$ cat src/rtl/dmf_ram.sv
`default_nettype none
// ----------------------------------------------------------------------------
// dmf_ram
// Simple dual-port RAM, one write and one registered read per cycle.
// ----------------------------------------------------------------------------
module dmf_ram #(
    parameter int unsigned WIDTH = 8,
    parameter int unsigned DEPTH = 2
) (
    input  wire logic                     i_clk,
    input  wire logic                     i_we,
    input  wire logic [$clog2(DEPTH)-1:0] i_waddr,
    input  wire logic [WIDTH-1:0]         i_wdata,
    input  wire logic [$clog2(DEPTH)-1:0] i_raddr,
    output      logic [WIDTH-1:0]         o_rdata
);

    logic [WIDTH-1:0] r_mem [DEPTH];

    always_ff @(posedge i_clk) begin
        if (i_we) begin
            r_mem[i_waddr] <= i_wdata;
        end
        o_rdata <= r_mem[i_raddr];
    end

endmodule
`default_nettype wire

$ cat config.mk
export PLATFORM = sky130hd
export DESIGN_NAME = dmf_ram
export DESIGN_NICKNAME = d
export VERILOG_FILES = /design/src/rtl/dmf_ram.sv
export SDC_FILE = /design/constraint.sdc
export NUM_CORES = 1
export LEC_CHECK = 0
export ABC_AREA = 0
export CORE_MARGIN = 4
export CORE_UTILIZATION = 40
export DETAILED_ROUTE_END_ITERATION = 10
export DONT_BUFFER_PORTS = 1
export GPL_TIMING_DRIVEN = 0
export SLEW_MARGIN = 20
export SYNTH_ARGS = -nofsm -noshare
export SYNTH_HDL_FRONTEND = slang
export SYNTH_SLANG_ARGS = --single-unit
$ cat constraint.sdc
create_clock -name i_clk -period 2 [get_ports i_clk]
set_clock_uncertainty 0.15 [all_clocks]
set_input_delay 0.1 -clock i_clk [delete_from_list [all_inputs] [get_ports i_clk]]
set_output_delay 0.1 -clock i_clk [all_outputs]
set_load 0.02 [all_outputs]
==> flow_summary.json, run 1 <==
{
  "status": "complete, no violations",
  "cp.depth": 2,
  "ioPinCount": 20,
  "fin_hold_ws_ps": 81.61,
  "cts.sinks": 24,
  "whs_path_depth": 1,
  "vias": 330,
  "die_w_um": 52.29,
  "globalplace.congestion": 0.6026,
  "syn-num-nets": 47,
  "peakVddDrop_v": 0.0005942,
  "p_sw_share_pct": 20.65,
  "synth_area_um2": 784.5,
  "gr-total-overflow": 0,
  "comb_power_share_pct": 6.5,
  "post-route-period-util_pct": 70.03,
  "dieArea_um2": 2734,
  "wl_met3_um": 63,
  "met1_length_um": 353,
  "final_cells": 74,
  "cp-start-kind": "input pin",
  "syn_to_final_growth_pct": 20.10,
  "post_drt_wl_per_cell_um": 12.99,
  "routed.top_layer": "met3",
  "drv_cap": 0,
  "clkTransAtPathRegs_ps": 120,
  "grt_max_degree": 14,
  "clock_path_buffers": 2,
  "synth-seq-cells": 24,
  "grtUsageTotal_pct": 8.338,
  "clk_latency_ps": 300,
  "cts-resized-gates": 0,
  "ant_nets": 0,
  "route.met2.wl_um": 544,
  "ys_types": 6,
  "synth-seq-area-share_pct": 81.66,
  "worstRegToRegCells": 1,
  "pwr-share-clk_pct": 23.6,
  "arrival_ps": 1200,
  "syn_avg_cell_area_um2": 22.41,
  "n_fill_cell": 155,
  "ctsHoldBuffers": 10,
  "internal_power_mw": 0.6783,
  "fin_ws_ps": 599.4,
  "placement_rows": 15,
  "hold_violations": 0,
  "portBuffers": 0,
  "power_density_nw_per_um2": 907.3,
  "yosys_warnings": 0,
  "final_common_cell": "edfxtp_1",
  "power_leakage_nw": 0.3514,
  "wl_um": 961,
  "regArea_um2": 640.6,
  "drt-initial-drc-count": 4,
  "cts_buffers": 3,
  "num_antenna_cells": 0,
  "antenna_found_initial": 0,
  "h-tree-depth": 1,
  "layout_common_cells": "16 x edfxtp_1, 10 x dlygate4sd3_1, 8 x mux2_4, 8 x dfxtp_1, 3 x clkbuf_4",
  "power.net_switching_mw": 0.1765,
  "crit_path_end_kind": "flop",
  "period_needed_ps": 1401,
  "crit_path_max_fanout": 8,
  "grt_pass1_wl_um": 1552,
  "p_seq_share_pct": 69.9,
  "post-place-ws_ps": 780.1,
  "place_inst": 60,
  "cts_tree": "yes",
  "drc": 0,
  "vias_per_cell": 4.459,
  "postCtsSetupRepairBufs": 0,
  "synth_cells": 35,
  "max_freq_mhz": 714.0,
  "worst_ep_required_time_ps": 1800,
  "slowest_delay_ps": 560,
  "die_h_um": 52.29,
  "hold_path_class": "in2reg",
  "start_util_pct": 44.00,
  "grt_pass1_vias": 358,
  "worstSetupPathType": "in2reg",
  "slew_violations": 0,
  "setup_tns_ps": 0,
  "rsz0062_at_grt": "false",
  "worstPathCellList": "dlygate4sd3_1 > nor2b_1",
  "slew_headroom_pct": 52.49,
  "cpMaxStageDelayCell": "nor2b_1",
  "worst-path-buf-inv": 1,
  "design.core.area_um2": 1783,
  "drtPass1Iterations": 2,
  "root_buffer": "clkbuf_4",
  "num-nets-final": 62,
  "path_delay_family": "simple AND/OR/NAND/NOR gates",
  "worst_pin_slew_ps": 711.2,
  "finalSetupViolCount": 0,
  "drive_above_1_share_pct": 24.49,
  "multi_input_area_um2": 132.6
}
==> synth_stat cells <==
| cell | number | share of area, % |
|---|---|---|
| edfxtp_1 | 16 | 61 |
| buf_6 | 1 | 1.4 |
| nor2b_1 | 1 | 0.80 |
| mux2_4 | 8 | 15 |
| dfxtp_1 | 8 | 20 |
| and2_1 | 1 | 0.80 |
==> per-layer routing <==
layer  track usage, %  up-vias
li1                 -      158
met1            7.551      159
met2            15.70       13
met3            5.128        0
met4            1.277        0
met5                0        -
==> path summary, 6_finish.rpt <==
kind,startpoint,endpoint,slack [ps]
worst max-delay path,i_waddr,r_mem[0][4],600
worst min-delay path,i_we,r_mem[0][7],80
worst max register to register,r_mem[0][2],o_rdata[2],1100
worst min register to register,r_mem[0][4],o_rdata[4],330
==> cell type report <==
cell class / instances / area share [%]
clock inverters: 1 / 0.3984
clock buffers: 3 / 2.390
plain buffers: 1 / 1.195
flip-flops and latches: 24 / 67.99
well taps: 25 / 3.320
repair buffers: 10 / 10.62
multi-input cells: 10 / 14.08
==> power groups by stage <==
stage	clock network, mW	logic (mW)	registers [mW]
after floorplan	0	0.0342	0.606
after global placement	0	0.0371	0.609
after detailed placement	0	0.0389	0.611
after CTS	0.208	0.0566	0.599
after global routing	0.238	0.0604	0.601
final	0.201	0.0555	0.598
==> cells by family (layout without fill, tap and decap cells) <==
| kind of cell | Yosys count | after routing | synth area share [%] |
|---|---|---|---|
| flops | 24 | 24 | 81.66 |
| buf+inv | 1 | 15 | 1.435 |
| mux | 8 | 8 | 15.31 |
| simple gates | 2 | 2 | 1.596 |
==> flip-flops by register name, indices dropped and copies added, names as in the netlist <==
signal,cells
r_mem,16
o_rdata,8
==> through the flow <==
stage	utilization (%)	area [um^2]	power, mW
final	52.84	942.2	0.8548
after global routing	52.84	942.2	0.8997
after CTS	52.84	942.2	0.8638
after detailed placement	45.75	815.8	0.6498
after global placement	45.75	815.8	0.6464
after floorplan	-	784.5	0.6406
Note: power is estimated with default switching activity, not from simulation.
==> run 2, diff against run 1 <==
Clock period 2 ns to 1.4 ns, I/O delays scaled along.
==> run 2 against run 1 <==
Net effect:
- utilization grew 0.70 points
- combinational power grew 48%
- global-route usage is the same
- worst hold slack lost 23 ps
- critical endpoint unchanged
- largest cell class unchanged
- largest power group unchanged
==> flow_summary.json, run 2 (synthesized netlist as in run 1, its figures left out) <==
{
  "rsz0062_at_grt": "false",
  "power_leakage_nw": 0.3566,
  "worstSetupPathType": "in2reg",
  "internal_power_mw": 0.9712,
  "reg.largest.list": "r_mem: 16 flops, o_rdata: 8 flops",
  "drt-initial-drc-count": 4,
  "cts.sinks": 24,
  "final_common_cell": "edfxtp_1",
  "peakVddDrop_v": 0.0008222,
  "wl_um": 990,
  "drive_above_1_share_pct": 26.00,
  "status": "complete, no violations",
  "setup_tns_ps": 0,
  "clock_path_buffers": 2,
  "hold_violations": 0,
  "ant_nets": 0,
  "syn_to_final_growth_pct": 21.69,
  "die_h_um": 52.29,
  "antenna_found_initial": 0,
  "num-nets-final": 63,
  "pwr-share-clk_pct": 23.5,
  "ioPinCount": 20,
  "worst_ep_required_time_ps": 1220,
  "vias_per_cell": 4.453,
  "power_density_nw_per_um2": 1282,
  "root_buffer": "clkbuf_4",
  "p_seq_share_pct": 69.8,
  "period_needed_ps": 1179,
  "max_freq_mhz": 848.2,
  "drv_cap": 0,
  "portBuffers": 0,
  "globalplace.congestion": 0.6026,
  "cp-start-kind": "input pin",
  "slew_violations": 0,
  "crit_path_end_kind": "flop",
  "drtPass1Iterations": 2,
  "p_sw_share_pct": 20.64,
  "drc": 0,
  "h-tree-depth": 1,
  "power.net_switching_mw": 0.2527,
  "final_util_pct": 53.54,
  "worst-path-buf-inv": 1,
  "placement_rows": 15,
  "cpMaxStageDelayCell": "dlygate4sd3_1",
  "worstPathCellList": "dlygate4sd3_1 > nor2b_2",
  "hold_path_class": "in2reg",
  "grt_pass1_vias": 358,
  "crit_path_max_fanout": 8,
  "path_delay_family": "buffers and inverters",
  "vias": 334,
  "comb_power_share_pct": 6.7,
  "clk_latency_ps": 300,
  "dieArea_um2": 2734,
  "cts_buffers": 3,
  "top_register": "r_mem",
  "slowest_delay_ps": 550,
  "post_drt_wl_per_cell_um": 13.20,
  "worst_pin_slew_ps": 422.3,
  "num_antenna_cells": 0,
  "gr-total-overflow": 0,
  "post-route-period-util_pct": 84.21,
  "start_util_pct": 44.00,
  "largest_register_ffs": 16,
  "design.core.area_um2": 1783,
  "slew_headroom_pct": 71.72,
  "arrival_ps": 1000,
  "clkTransAtPathRegs_ps": 120,
  "layout_common_cells": "16 x edfxtp_1, 11 x dlygate4sd3_1, 8 x mux2_4, 8 x dfxtp_1, 3 x clkbuf_4",
  "grt_pass1_wl_um": 1552,
  "finalSetupViolCount": 0,
  "grt_max_degree": 14,
  "die_w_um": 52.29,
  "cts_tree": "yes",
  "grtUsageTotal_pct": 8.338
}
run 2: cell type report:
cell class              count  area [um^2]
plain buffers               1        11.26
clock buffers               3        22.52
clock inverters             1        3.754
fillers                   155        828.3
multi-input cells          10        135.1
flip-flops and latches     24        640.6
well taps                  25        31.28
repair buffers             11        110.1
run 2: timing repair:
action                                  in CTS  in global routing
resized for setup                            0                  1
buffers inserted                             0                  0
hold buffers                                10                  1
endpoints found under the setup margin       0                  8
hold endpoints to repair                    32                  8
run 2: layer usage:
metal	wire length, um	track usage, %
met5	0	0
met4	0	1.277
met3	65	5.128
met2	557	15.70
met1	367	7.551
run 2: path summary, 6_finish.rpt:
path	startpoint	endpoint	slack, ps	cells after the start
max	i_waddr	r_mem[0][4]	220	2
min	i_we	r_mem[1][7]	60	1
max reg2reg	r_mem[0][2]	o_rdata[2]	500	1
min reg2reg	r_mem[0][4]	o_rdata[4]	330	1
run 2: metrics by stage:
step	area (um^2)	std cells	hold slack, ps	worst slack, ps	power (mW)
after floorplan	784.5	35	18.87	386.6	0.9151
after global placement	815.8	60	18.97	251.8	0.9235
after detailed placement	815.8	60	18.98	210.1	0.9283
after CTS	942.2	74	51.96	15.47	1.234
after global routing	954.7	75	41.90	186.0	1.288
final	954.7	75	58.54	221.0	1.224
run 2: power by group through the flow:
stage                     Combinational [mW]  Sequential (mW)  Clock [mW]
final                                 0.0821            0.854       0.288
after CTS                             0.0808            0.856       0.297
after floorplan                       0.0488            0.866           0
after detailed placement              0.0555            0.873           0
after global placement                0.0530            0.870           0
after global routing                  0.0894            0.859       0.340
==> run 3, diff against run 2 <==
Settings changed: ABC_AREA 0 to 1.
Clock period 1.4 ns to 1.2 ns, I/O delays scaled along.
==> run 3 against run 2 <==
Net effect:
- the run now ends with hold timing left
- total power rose by 15%
- synthesized cell count rose by 54%
- first-iteration DRC count rose by 100%
- critical path type unchanged
- global-route usage rose by 0.71 points
- sequential power rose by 16%
- register-to-register slack got worse by 80 ps
- critical path depth rose by 1
- critical endpoint is now r_mem[1][6]
==> flow_summary.json, run 3 <==
{
  "final_util_pct": 52.06,
  "synth-seq-area-share_pct": 84.21,
  "rsz0062_at_grt": "false",
  "ctsHoldBuffers": 10,
  "drive_above_1_share_pct": 7.353,
  "worst_pin_slew_ps": 708.3,
  "worst_ep_required_time_ps": 1040,
  "synth_cells": 54,
  "num_antenna_cells": 0,
  "netlist_top_cells_count": "25 x nand2_1, 16 x edfxtp_1, 8 x dfxtp_1, 2 x inv_1",
  "rrSetupSlack_ps": 420,
  "cts_tree": "yes",
  "drtPass1Iterations": 4,
  "post_drt_wl_per_cell_um": 11.45,
  "p_sw_share_pct": 21.62,
  "slew_headroom_pct": 52.61,
  "period_needed_ps": 1048,
  "cts.sinks": 24,
  "antenna_found_initial": 0,
  "peakVddDrop_v": 0.0005878,
  "largest_register_ffs": 16,
  "place_inst": 79,
  "met2_usage_pct": 15.89,
  "yosys_warnings": 0,
  "hold_violations": 8,
  "root_buffer": "clkbuf_4",
  "vias_per_cell": 4.366,
  "slowest_delay_ps": 540,
  "comb_power_share_pct": 5.5,
  "synthMostInstantiatedCell": "nand2_1",
  "cts-resized-gates": 0,
  "syn_avg_cell_area_um2": 14.09,
  "gr-usage-met3_pct": 1.719,
  "placement_rows": 15,
  "design.core.area_um2": 1764,
  "synth-edff-count": 16,
  "globalplace.congestion": 0.6103,
  "final_common_cell": "nand2_1",
  "die_w_um": 51.61,
  "dieArea_um2": 2664,
  "busiest_layer": "met2",
  "pwr-share-clk_pct": 24.1,
  "drv_cap": 0,
  "internal_power_mw": 1.104,
  "crit_path_end_kind": "flop",
  "slew_violations": 0,
  "cp-start-kind": "input pin",
  "gr-total-overflow": 0,
  "p_seq_share_pct": 70.4,
  "power.net_switching_mw": 0.3046,
  "synth_area_leaders": "edfxtp_1 63%, dfxtp_1 21%, nand2_1 12%",
  "fin_hold_ws_ps": -46.96,
  "yosysTopAreaCellShare_pct": 63.16,
  "ys_types": 7,
  "violations": "hold timing",
  "final_cells": 93,
  "whs_path_depth": 1,
  "post-place-ws_ps": 27.74,
  "synth_area_um2": 760.7,
  "portBuffers": 0,
  "crit_path_max_fanout": 8,
  "start_util_pct": 43.12,
  "worstSetupPathType": "in2reg",
  "power_leakage_nw": 0.3713,
  "ioPinCount": 20,
  "yosys_most_used_dff": "edfxtp_1",
  "cpMaxStageDelayCell": "dlygate4sd3_1",
  "layout_common_cells": "25 x nand2_1, 16 x edfxtp_1, 10 x dlygate4sd3_1",
  "grt_pass1_vias": 408,
  "post-route-period-util_pct": 87.31,
  "syn_to_final_growth_pct": 20.72,
  "grt_max_degree": 14,
  "synth-seq-cells": 24,
  "top_register": "r_mem",
  "syn-num-nets": 66,
  "status": "complete, but fails checks",
  "arrival_ps": 880,
  "wl_um": 1065,
  "max_freq_mhz": 954.5,
  "grt_pass1_wl_um": 1731,
  "power_density_nw_per_um2": 1534,
  "drc": 0,
  "drt-initial-drc-count": 8,
  "clock_path_buffers": 2,
  "hold_path_class": "in2reg",
  "ant_nets": 0,
  "h-tree-depth": 1,
  "clkTransAtPathRegs_ps": 120,
  "clk_latency_ps": 300,
  "grtUsageTotal_pct": 9.046,
  "synthArstFlopShare_pct": 0,
  "finalSetupViolCount": 0,
  "setup_tns_ps": 0,
  "fin_ws_ps": 152.3,
  "vias": 406,
  "num-nets-final": 81,
  "worstRegToRegCells": 2,
  "postCtsSetupRepairBufs": 0,
  "reg.largest.list": "r_mem: 16 flops, o_rdata: 8 flops",
  "worstPathCellList": "nand2_1 > dlygate4sd3_1 > inv_1",
  "die_h_um": 51.61,
  "grtUsageMet1_pct": 9.568,
  "yosysTopAreaCell": "edfxtp_1",
  "cts_buffers": 3
}
-- run 3: logic make-up (layout without fill, tap and decap cells) --
| logic type | count (synthesis) | in the layout | share of synthesized area (%) |
|---|---|---|---|
| buffers and inverters | 4 | 18 | 2.960 |
| DFF | 24 | 24 | 84.21 |
| and+or+nand+nor | 26 | 26 | 12.83 |
-- run 3: power by group through the flow --
stage | combinational, mW | sequential, mW | clock [mW]
2_1_floorplan | 0.0382 | 1.01 | 0
3_3_place_gp | 0.0475 | 1.01 | 0
3_5_place_dp | 0.0491 | 1.01 | 0
4_1_cts | 0.0787 | 0.994 | 0.351
5_1_grt | 0.0886 | 0.999 | 0.380
6_report | 0.0771 | 0.992 | 0.339
-- run 3: layout make-up --
class                   count  area, um^2
well taps                  25       31.28
flip-flops and latches     24       640.6
plain buffers               1       11.26
inverters                   3       11.26
clock buffers               3       22.52
fillers                   158       845.8
repair buffers             10       100.1
clock inverters             1       3.754
multi-input cells          26       97.59
-- run 3: critical path, delay by kind of cell --
| kind | cells | cell delay, ps |
|---|---|---|
| buffers and inverters | 2 | 790 |
| and+or+nand+nor | 1 | 30 |
-- run 3: stage by stage --
stage               power, mW  hold WS [ps]  instance area, um^2
floorplan               1.047         8.869                760.7
global placement        1.059         8.978                792.0
detailed placement      1.063         8.976                792.0
CTS                     1.423        -44.77                918.4
global route            1.468        -32.09                918.4
finish                  1.409        -46.96                918.4
-- run 3: worst paths after layout --
kind	end	start
min	r_mem[0][3]	i_waddr
max	r_mem[1][6]	i_waddr
min reg2reg	o_rdata[7]	r_mem[0][7]
max reg2reg	o_rdata[3]	r_mem[0][3]
-- run 3: layer usage --
layer  routed length (um)  up-vias
li1                     -      204
met1                  458      190
met2                  566       12
met3                   40        0
met4                    0        0
met5                    0        -
